## config.mk

```make
export PLATFORM = sky130hd
export DESIGN_NAME = signed_temp_seven_segment_format
export DESIGN_NICKNAME = d
export VERILOG_FILES = /design/src/hw/rtl/stfmt_pkg.sv /design/src/hw/rtl/stfmt_bcd.sv /design/src/hw/rtl/stfmt_seg.sv /design/src/hw/rtl/signed_temp_seven_segment_format.sv
export SDC_FILE = /design/constraint.sdc
export NUM_CORES = 1
export LEC_CHECK = 0
export BUFFER_PORTS_ARGS = -buffer_cell sky130_fd_sc_hd__buf_2
export CAP_MARGIN = 20
export CORE_MARGIN = 3
export CORE_UTILIZATION = 40
export CTS_CLUSTER_DIAMETER = 50
export DETAILED_ROUTE_END_ITERATION = 8
export GPL_TIMING_DRIVEN = 0
export PLACE_DENSITY = 0.69
export SLEW_MARGIN = 10
export SYNTH_ARGS = -nofsm -noshare
export SYNTH_HDL_FRONTEND = slang
export SYNTH_SLANG_ARGS = --single-unit
```

## constraint.sdc

```tcl
create_clock -name clk -period 11.8 [get_ports clk]
set_input_delay 2.36 -clock clk [delete_from_list [all_inputs] [get_ports clk]]
set_output_delay 2.36 -clock clk [all_outputs]
set_load 0.05 [all_outputs]
```

## src/hw/rtl/stfmt_pkg.sv

```systemverilog
// Shared types, constants and the digit-to-segment table of the temperature formatter.
// No dependencies; imported by every module of the block.
`default_nettype none

package stfmt_pkg;

    localparam int InDataW  = 24;
    localparam int InUserW  = 1;
    localparam int OutDataW = 40;

    localparam int MagW = 14;

    localparam logic [7:0]      SegMinus = 8'h08;
    localparam logic [7:0]      SegHigh  = 8'h80;
    localparam logic [5:0]      RealBase = 6'd0;
    localparam logic [5:0]      SetBase  = 6'd32;
    localparam logic [MagW-1:0] MaxShown = 14'd9999;

    typedef enum logic [1:0] {
        ClsPos      = 2'd0,
        ClsNegSmall = 2'd1,
        ClsNegClamp = 2'd2
    } range_cls_t;

    typedef struct packed {
        logic [3:0] th;
        logic [3:0] hu;
        logic [3:0] te;
        logic [3:0] on;
    } digits_t;

    typedef struct packed {
        logic is_set;
        logic heat_icon_dark;
        logic blink_dark;
        logic key_active;
    } fmt_flags_t;

    function automatic logic [7:0] seg_digit(input logic [3:0] d);
        logic [7:0] s;
        case (d)
            4'd0:    s = 8'h77;
            4'd1:    s = 8'h24;
            4'd2:    s = 8'h5d;
            4'd3:    s = 8'h6d;
            4'd4:    s = 8'h2e;
            4'd5:    s = 8'h6b;
            4'd6:    s = 8'h7b;
            4'd7:    s = 8'h25;
            4'd8:    s = 8'h7f;
            4'd9:    s = 8'h6f;
            default: s = 8'h00;
        endcase
        return s;
    endfunction

endpackage

`default_nettype wire

```

## src/hw/rtl/stfmt_bcd.sv

```systemverilog
// Range classification and decimal digit split of the signed temperature.
// Depends on stfmt_pkg.
`default_nettype none

module stfmt_bcd (
    input  wire logic signed [15:0]   temp_tenths,
    output stfmt_pkg::range_cls_t     cls,
    output stfmt_pkg::digits_t        digits
);
    import stfmt_pkg::*;

    logic [15:0]     neg_v;
    logic [MagW-1:0] mag;
    logic [9:0]      rem_hu;
    logic [6:0]      rem_te;

    always_comb
    begin
        neg_v = 16'(16'd0 - temp_tenths);
        if (!temp_tenths[15])
        begin
            cls = ClsPos;
            mag = (temp_tenths > $signed(16'(MaxShown))) ? MaxShown : temp_tenths[MagW-1:0];
        end
        else if (temp_tenths > -16'sd100)
        begin
            cls = ClsNegSmall;
            mag = neg_v[MagW-1:0];
        end
        else
        begin
            cls = ClsNegClamp;
            mag = '0;
        end
    end

    // split one decimal place per level by parallel compares
    always_comb
    begin
        digits.th = 4'd0;
        for (int k = 1; k < 10; k++)
        begin
            if (mag >= MagW'(k * 1000))
                digits.th = 4'(k);
        end
        rem_hu = 10'(mag - MagW'(32'(digits.th) * 1000));

        digits.hu = 4'd0;
        for (int k = 1; k < 10; k++)
        begin
            if (rem_hu >= 10'(k * 100))
                digits.hu = 4'(k);
        end
        rem_te = 7'(rem_hu - 10'(32'(digits.hu) * 100));

        digits.te = 4'd0;
        for (int k = 1; k < 10; k++)
        begin
            if (rem_te >= 7'(k * 10))
                digits.te = 4'(k);
        end
        digits.on = 4'(rem_te - 7'(32'(digits.te) * 10));
    end

endmodule

`default_nettype wire

```

## src/hw/rtl/stfmt_seg.sv

```systemverilog
// Segment byte assembly: digit glyphs, blanking, icon and point bits, byte order.
// Depends on stfmt_pkg.
`default_nettype none

module stfmt_seg (
    input  wire stfmt_pkg::range_cls_t cls,
    input  wire stfmt_pkg::digits_t    digits,
    input  wire stfmt_pkg::fmt_flags_t flags,
    output logic [5:0]                 base_addr,
    output logic [7:0]                 byte_a,
    output logic [7:0]                 byte_b,
    output logic [7:0]                 byte_c,
    output logic [7:0]                 byte_d
);
    import stfmt_pkg::*;

    logic [7:0] p0, p1, p2, p3;

    always_comb
    begin
        unique case (cls)
            ClsPos:
            begin
                p0 = (digits.th != 4'd0) ? seg_digit(digits.th) : 8'h00;
                p1 = (digits.th != 4'd0 || digits.hu != 4'd0) ? seg_digit(digits.hu) : 8'h00;
                p2 = seg_digit(digits.te);
                p3 = seg_digit(digits.on);
            end
            ClsNegSmall:
            begin
                p0 = 8'h00;
                p1 = SegMinus;
                p2 = seg_digit(digits.te);
                p3 = seg_digit(digits.on);
            end
            ClsNegClamp:
            begin
                p0 = SegMinus;
                p1 = seg_digit(4'd1);
                p2 = seg_digit(4'd0);
                p3 = seg_digit(4'd0);
            end
            default:
            begin
                p0 = 8'h00;
                p1 = 8'h00;
                p2 = 8'h00;
                p3 = 8'h00;
            end
        endcase

        if (!flags.is_set)
        begin
            base_addr = RealBase;
            byte_a    = p0 | SegHigh;
            byte_b    = p1;
            byte_c    = flags.heat_icon_dark ? p2 : (p2 | SegHigh);
            byte_d    = p3 | SegHigh;
        end
        else if (flags.blink_dark && !flags.key_active)
        begin
            base_addr = SetBase;
            byte_a    = 8'h00;
            byte_b    = 8'h00;
            byte_c    = 8'h00;
            byte_d    = 8'h00;
        end
        else
        begin
            base_addr = SetBase;
            byte_a    = p3;
            byte_b    = p2 | SegHigh;
            byte_c    = p1;
            byte_d    = p0;
        end
    end

endmodule

`default_nettype wire

```

## src/hw/rtl/signed_temp_seven_segment_format.sv

```systemverilog
// Top level of the signed temperature seven-segment formatter: stream ports,
// input and result registers. Depends on stfmt_pkg, stfmt_bcd and stfmt_seg.
//
// One word in, one word out, one word per cycle sustained while m_axis_tready
// is high. An accepted word is registered, split into decimal digits and turned
// into four segment bytes by combinational logic, and lands in the result
// register once it is empty or its word is taken. The input register and the
// result register form a two-deep pipeline; while the result register waits on
// the downstream ready, the input side takes one more word into the empty input
// register and then holds off until the result is taken.
`default_nettype none

module signed_temp_seven_segment_format (
    input  wire logic                           clk,
    input  wire logic                           rst_n,
    input  wire logic                           s_axis_tvalid,
    output logic                                s_axis_tready,
    // [15:0] temp_tenths, [16] heat_icon_dark, [17] blink_dark, [18] key_active
    input  wire logic [stfmt_pkg::InDataW-1:0]  s_axis_tdata,
    // [0] req_type
    input  wire logic [stfmt_pkg::InUserW-1:0]  s_axis_tuser,
    output logic                                m_axis_tvalid,
    input  wire logic                           m_axis_tready,
    // [5:0] base_addr, [13:6] byte_a, [21:14] byte_b, [29:22] byte_c, [37:30] byte_d
    output logic [stfmt_pkg::OutDataW-1:0]      m_axis_tdata
);
    import stfmt_pkg::*;

    logic              s1_valid_reg;
    logic              s2_valid_reg;
    logic signed [15:0] temp_reg;
    fmt_flags_t        flags_reg;
    logic [5:0]        base_reg;
    logic [7:0]        byte_a_reg, byte_b_reg, byte_c_reg, byte_d_reg;

    logic              s1_ready;
    logic              s2_ready;
    logic              s1_load;
    logic              s2_load;
    fmt_flags_t        flags_next;
    range_cls_t        cls;
    digits_t           digits;
    logic [5:0]        base_next;
    logic [7:0]        byte_a_next, byte_b_next, byte_c_next, byte_d_next;

    assign s2_ready      = !s2_valid_reg || m_axis_tready;
    assign s1_ready      = !s1_valid_reg || s2_ready;
    assign s1_load       = s_axis_tvalid && s1_ready;
    assign s2_load       = s1_valid_reg && s2_ready;
    assign s_axis_tready = s1_ready;

    assign flags_next.is_set         = s_axis_tuser[0];
    assign flags_next.heat_icon_dark = s_axis_tdata[16];
    assign flags_next.blink_dark     = s_axis_tdata[17];
    assign flags_next.key_active     = s_axis_tdata[18];

    always_ff @(posedge clk or negedge rst_n)
    begin
        if (!rst_n)
        begin
            s1_valid_reg <= 1'b0;
            s2_valid_reg <= 1'b0;
        end
        else
        begin
            if (s1_ready)
                s1_valid_reg <= s_axis_tvalid;
            if (s2_ready)
                s2_valid_reg <= s1_valid_reg;
        end
    end

    always_ff @(posedge clk)
    begin
        if (s1_load)
        begin
            temp_reg  <= s_axis_tdata[15:0];
            flags_reg <= flags_next;
        end
        if (s2_load)
        begin
            base_reg   <= base_next;
            byte_a_reg <= byte_a_next;
            byte_b_reg <= byte_b_next;
            byte_c_reg <= byte_c_next;
            byte_d_reg <= byte_d_next;
        end
    end

    stfmt_bcd u_bcd (
        .temp_tenths (temp_reg),
        .cls         (cls),
        .digits      (digits)
    );

    stfmt_seg u_seg (
        .cls       (cls),
        .digits    (digits),
        .flags     (flags_reg),
        .base_addr (base_next),
        .byte_a    (byte_a_next),
        .byte_b    (byte_b_next),
        .byte_c    (byte_c_next),
        .byte_d    (byte_d_next)
    );

    assign m_axis_tvalid = s2_valid_reg;
    assign m_axis_tdata  = {2'b00, byte_d_reg, byte_c_reg, byte_b_reg, byte_a_reg, base_reg};

`ifndef ASSERT_OFF
    a_hold_s1: assert property (@(posedge clk) disable iff (!rst_n)
        s1_valid_reg && !s2_ready |=> s1_valid_reg)
        else $error("pending word in input register dropped");

    a_base: assert property (@(posedge clk) disable iff (!rst_n)
        m_axis_tvalid |-> (m_axis_tdata[5:0] == RealBase || m_axis_tdata[5:0] == SetBase))
        else $error("bad base address");

    a_degree: assert property (@(posedge clk) disable iff (!rst_n)
        m_axis_tvalid && m_axis_tdata[5:0] == RealBase |-> m_axis_tdata[13])
        else $error("degree mark missing on real display");

    a_set_point: assert property (@(posedge clk) disable iff (!rst_n)
        m_axis_tvalid && m_axis_tdata[5:0] == SetBase |->
            (m_axis_tdata[21] || m_axis_tdata[37:6] == 32'd0))
        else $error("set display point missing without blanking");
`endif

endmodule

`default_nettype wire

```

; Word level (Yosys, flattened, before mapping)
; Memories as Yosys holds them, arrays and structs flattened.
; Index checks and enable logic that the tools add are counted.
[totals]
register_bits = 60
rom_bits = 672
in_bits = 29
output_inout_bits = 42
word_cells = 118
n_memories = 6
[op_classes]
n_addsub = 4
mul = 3
magnitude_cmp = 29
eq_ne = 2
muxes = 48
n_reduce_logical = 12
[mem_list]
columns = name, depth, width, read_ports, rd_ports_with_merged_regs, write_ports, line
row1 = (no name shown), 16, 7, 1, 0, 0, stfmt_pkg.sv:41  ; case (d)
row2 = (no name shown), 16, 7, 1, 0, 0, stfmt_pkg.sv:41
row3 = (no name shown), 16, 7, 1, 0, 0, stfmt_pkg.sv:41
row4 = (no name shown), 16, 7, 1, 0, 0, stfmt_pkg.sv:41
row5 = (no name shown), 16, 7, 1, 0, 0, stfmt_pkg.sv:41
row6 = (no name shown), 16, 7, 1, 0, 0, stfmt_pkg.sv:41
[ops]
columns = op, n
row1 = $mux W8, 9
row2 = $pmux W8 S3, 3
row3 = $ge A14 B13 Y1 const B, 4
row4 = $mux W14, 3
row5 = $ge A10 B10 Y1 const B, 4
row6 = $mux W3, 12
row7 = $ge A10 B9 Y1 const B, 3
row8 = $ge A14 B12 Y1 const B, 2
row9 = $mux W4, 6
row10 = $ge A7 B6 Y1 const B, 3
row11 = $ge A7 B7 Y1 const B, 3
row12 = $gt A16 B15 Y1 const B, 1
row13 = $gt A16 B8 Y1 const B, 1
row14 = $mux W2, 8
row15 = $pmux W8 S2, 1
row16 = $ge A14 B10 Y1 const B, 1
row17 = $ge A14 B11 Y1 const B, 1
row18 = $ge A14 B14 Y1 const B, 1
row19 = $ge A7 B5 Y1 const B, 2
row20 = $mux W7, 2
row21 = $sub A1 B14 Y14 const A, 1
row22 = $ge A10 B7 Y1 const B, 1
row23 = $ge A10 B8 Y1 const B, 1
row24 = $sub A10 B10 Y10, 1
row25 = 15 further kinds, 24

; Longest topological paths before layout
; An unclocked memory read counts as a cell.
[depth]
ltp_word = 43
mapped_depth = 46
depth_no_buf = 46

; Hierarchy
; From an unflattened synthesis, not the netlist that was laid out.
[hier_totals]
cells_unflattened = 624
area_unflattened_um2 = 5730.5
[modules_own_cells]
columns = mod, instances, cells_per_inst, area_per_inst_um2, seq_area_each_um2
row1 = stfmt_bcd, 1, 372, 2622.5, 0.0
row2 = signed_temp_seven_segment_format, 1, 69, 1864.3, 1791.7
row3 = stfmt_seg, 1, 183, 1243.7, 0.0

; Worst setup path before layout
; OpenSTA, ideal clock, no wires.
[synth_path]
kind = register -> register
from = register temp_reg[0]
to = register byte_a_reg[4] (data pin)
setup_time_ns = 0.274
arrival_time_ns = 9.521
t_required_ns = 11.526
path_slack_ns = 2.006
stages_incl_launch_ff = 43
n_path_buf = 0
cell_sequence = edfxtp_1 inv_1 ha_1 nand4b_1 a2111oi_4 a22oi_1 o21ai_2 o21ai_0 a311oi_1 o21a_1 inv_1 fa_1 inv_1 fa_1 xnor2_1 ha_1 a21oi_1 o21ai_0 (+7 left out) fa_1 inv_1 a21o_1 a21oi_1 xnor2_1 xnor2_1 a221oi_1 o211ai_1 inv_1 ha_1 inv_1 fa_1 xor2_1 xnor2_1 xnor2_2 inv_1 a221oi_1 o22ai_1
[synth_between]
elab_chain_cells = 43
[synth_rtl]
columns = item, line
row1 = "start, declared", signed_temp_seven_segment_format.sv:31  ; logic signed [15:0] temp_reg;
row2 = "start signal, assigned", signed_temp_seven_segment_format.sv:77  ; temp_reg <= s_axis_tdata[15:0];
row3 = "$sub A1 B14 Y14, or another cell as far along", stfmt_bcd.sv:19  ; neg_v = 16'(16'd0 - temp_tenths);
row4 = "$mux W14, on equally long branches", "stfmt_bcd.sv:25, stfmt_bcd.sv:23"
row5 = $mux W14, stfmt_bcd.sv:20  ; if (!temp_tenths[15])
row6 = $ge A14 B10 Y1, stfmt_bcd.sv:43  ; if (mag >= MagW'(k * 1000))
row7 = $mux W1, stfmt_bcd.sv:43
row8 = $mux W2 (2 in a row), stfmt_bcd.sv:43
row9 = $mux W3 (4 in a row), stfmt_bcd.sv:43
row10 = $mux W4 (2 in a row), stfmt_bcd.sv:43
row11 = (+22 left out), -
row12 = $mux W4 (2 in a row), stfmt_bcd.sv:59  ; if (rem_te >= 7'(k * 10))
row13 = $mul A4 B3 Y3, stfmt_bcd.sv:62  ; digits.on = 4'(rem_te - 7'(32'(digits.te) * 10));
row14 = $sub A4 B4 Y4, stfmt_bcd.sv:62
row15 = $mem_v2 Z16 W7, -
row16 = $pmux W8 S3, stfmt_seg.sv:21  ; unique case (cls)
row17 = $mux W8, stfmt_seg.sv:60  ; else if (flags.blink_dark && !flags.key_active)
row18 = $mux W7 (*), stfmt_seg.sv:52  ; if (!flags.is_set)
row19 = via byte_a_next[4], signed_temp_seven_segment_format.sv:44  ; logic [7:0] byte_a_next, byte_b_next, byte_c_next, byte_d_next;
row20 = "end signal, assigned", signed_temp_seven_segment_format.sv:83  ; byte_a_reg <= byte_a_next;
row21 = "end, declared", signed_temp_seven_segment_format.sv:34  ; logic [7:0] byte_a_reg, byte_b_reg, byte_c_reg, byte_d_reg;
; Mark *: on every way through the listed nets, which the timed path passes. The rest lies on a longest branch.
; A chain may end at the register's enable or synchronous reset.

; Worst setup path in the final report
[layout_path]
from = register temp_reg[0]
to = register byte_d_reg[4] (data pin)
[layout_between]
elab_chain_cells = 42
[layout_rtl]
columns = item, line
row1 = "$sub A1 B14 Y14, or another cell as far along", stfmt_bcd.sv:19
row2 = "$mux W14, on equally long branches", "stfmt_bcd.sv:25, stfmt_bcd.sv:23"
row3 = $mux W14, stfmt_bcd.sv:20
row4 = $ge A14 B10 Y1, stfmt_bcd.sv:43
row5 = $mux W1, stfmt_bcd.sv:43
row6 = $mux W2 (2 in a row), stfmt_bcd.sv:43
row7 = $mux W3 (4 in a row), stfmt_bcd.sv:43
row8 = $mux W4 (2 in a row), stfmt_bcd.sv:43
row9 = (+18 left out), -
row10 = $mux W3 (4 in a row), stfmt_bcd.sv:59
row11 = $mux W4 (2 in a row), stfmt_bcd.sv:59
row12 = $mul A4 B3 Y3, stfmt_bcd.sv:62
row13 = $sub A4 B4 Y4, stfmt_bcd.sv:62
row14 = $mem_v2 Z16 W7, -
row15 = $pmux W8 S3, stfmt_seg.sv:21
row16 = $mux W7 (*), stfmt_seg.sv:52
row17 = via byte_d_next[4], signed_temp_seven_segment_format.sv:44
row18 = "end signal, assigned", signed_temp_seven_segment_format.sv:86  ; byte_d_reg <= byte_d_next;
row19 = "end, declared", signed_temp_seven_segment_format.sv:34
; Marks and branches as above.

==> flow_metrics.tcl <==
set metrics [dict create \
    synth_simple_gate_area_share_pct 15.8 \
    drive_above_1_share_pct 20.2 \
    grt_max_degree 23 \
    vias_per_cell 5.67 \
    synth_area_leader_cell "edfxtp_1" \
    cts_hold_buf 0 \
    synth_ff_type "edfxtp_1" \
    setup_violations 0 \
    reg2reg_from "temp_reg[0]$_DFFE_PP_" \
    status "finished, final reports clean" \
    worstHoldStart "s1_valid_reg$_DFFE_PN0N_" \
    yosysMostFrequentCell "edfxtp_1" \
    skew_ns 0.00602 \
    die_y_um 115 \
    synth_edf_count 52 \
    cts_max_level 2 \
    wl_mm 11.1 \
    slowest_delay_ns 0.57 \
    clk_latency_ns 0.30 \
    worstMarginPinSlew_ns 0.875 \
    startpoint_type "flip-flop" \
    max-cap-violations 0 \
    diodes 0 \
    final.period_utilization_pct 94.3 \
    tns_ns 0 \
    dpl_worst_slack_ns 0.207 \
    fin_crit_ns 11.13 \
    grt_pass1_vias 3874 \
    finalHoldViolCount 0 \
    crit_path_frequent_cell "inv_1" \
    syn_area_um2 4740 \
    synth_warnings 0 \
    nets 655 \
    design.core.area_um2 11500 \
    synth_xor_area_share_pct 4.40 \
    largest_register_ffs 16 \
    fin_ws_ns 0.669 \
    grt_overflow 0 \
    synth.top_cells.by_area "edfxtp_1 (33%), ha_1 (12%), inv_1 (3.4%)" \
    die_area_um2 13200 \
    synthTopCellsByCount "edfxtp_1 (52), ha_1 (46), inv_1 (43)" \
    syn_area_per_cell_um2 9.57 \
    dr.pass1.iters 5 \
    max_freq_mhz 89.8 \
    cts_buffers 5 \
    vias 4062 \
    clkTransAtPathRegs_ns 0.07 \
    grt_pass1_wl_mm 18.1 \
    critPathKind "reg -> reg" \
    synth_top_area_share_pct 32.9 \
    ant_nets 0 \
    arrival_ns 11.16 \
    cts_tree "built" \
    fin_area_um2 5490 \
    relSlewSlack_pct 41.7 \
    maxSlewViolCount 0 \
    crit_slowest_cell "fa_1" \
    drt_iter0_markers 273 \
    rows 39 \
    critPathBufInv 7 \
    antenna_found_initial 0 \
    area_growth_pct 15.7 \
    num_io_pins 71 \
    ys_types 81 \
    clkSinkCount 54 \
    crit_fanout 9 \
    muxShareOfSynthArea_pct 2.11 \
    synth_compound_area_share_pct 21.8 \
    cp-end-kind "flip-flop" \
    wire_per_inst_um 15.5 \
    ys_seq_area_share_pct 34.0 \
    cp-startpoint "temp_reg[0]$_DFFE_PP_" \
    route.detailed.drc 0 \
    gp_congestion 0.917 \
    synthAdderAreaFrac_pct 15.3 \
    portBuffers 58 \
    initial_core_util_pct 41.2 \
    clockBufferDepth 2 \
    synth_cells 496 \
    grt_use_total_pct 16.5 \
    holdCritPathClass "reg -> reg" \
    cts_root_buffer "clkbuf_16" \
    crit_family "compound AO/OA/AOI/OAI gates" \
    synth_top_family_by_area "compound AO/OA/AOI/OAI gates" \
    dpl.hpwl_mm 8.73 \
    dpl_cell_area_um2 5250 \
    die_x_um 115 \
    ys_ff_latch 54 \
    synthArstFlopShare_pct 3.70 \
    cp.required_ns 11.82 \
    whs_ns 0.498 \
]
-- layer usage --
layer	part of all wire, %	track usage, %
met4	1.8	4.54
met3	5.8	2.89
met2	48	28.9
met1	44	20.8
met5	0	0
-- stage by stage --
stage               instances  utilization [%]
global route              717             47.7
floorplan                 502                -
detailed placement        704             45.6
CTS                       712             46.9
finish                    717             47.7
global placement          703             45.5
-- timing repair --
item	in CTS	in global routing
buffers inserted	0	5
endpoints found under the setup margin	0	14
gates resized for setup	0	11
-- path summary, 6_finish.rpt --
check / to / slack (ns) / depth (start not counted)
hold / removal: m_axis_tvalid$_DFFE_PN0P_ / 0.50 / 1
hold reg to reg: m_axis_tvalid$_DFFE_PN0P_ / 0.50 / 1
max in group asynchronous: s1_valid_reg$_DFFE_PN0N_ / 9.87 / 1
setup reg to reg: byte_d_reg[4]$_DFFE_PP_ / 0.67 / 42
min in group asynchronous: m_axis_tvalid$_DFFE_PN0P_ / 1.83 / 1
setup / recovery: byte_d_reg[4]$_DFFE_PP_ / 0.67 / 42
-- cell type report --
cell class,count,area (um2)
fill,1082,6020
clock inverter,3,20.0
clock buffer,5,125
buffer,24,145
sequential,54,1610
timing repair buffer,64,343
inverter,44,165
tap,143,179
multi-input combinational,380,2900
-- logic make-up (layout without fill, tap and decap cells) --
kind of cell | after synthesis | after routing
adders and majority gates | 54 | 54
DFF | 54 | 54
AOI/OAI and AO/OA | 144 | 144
and+or+nand+nor | 142 | 142
muxes | 10 | 10
other | 1 | 7
xor gates and xnor gates | 23 | 23
buffers and inverters | 68 | 140
-- layout by cell type (no fill, tap or decap), types with 8 or more instances in the layout --
master,count
edfxtp_1,52
ha_1,46
clkbuf_1,9
nor2_1,34
o22ai_1,17
a31oi_1,10
a21oi_1,21
and2_1,8
nand2_1,28
a21o_1,12
nor3_1,15
xnor2_1,15
buf_4,13
and3_1,9
buf_2,60
inv_1,43
o21ai_0,26
-- worst reg2reg max path: cells and delay by family (launching register included) --
kind                       cells  cell delay (ns)
adders and majority gates      8             2.58
xor gates and xnor gates       8             1.80
DFF                            1             0.37
and+or+nand+nor                3             0.91
muxes                          1             0.46
buffers and inverters          7             0.75
AOI/OAI and AO/OA             15             4.00
Power is not shown: default switching activity piles up to over one toggle a cycle in this logic, so the estimate is an artifact.
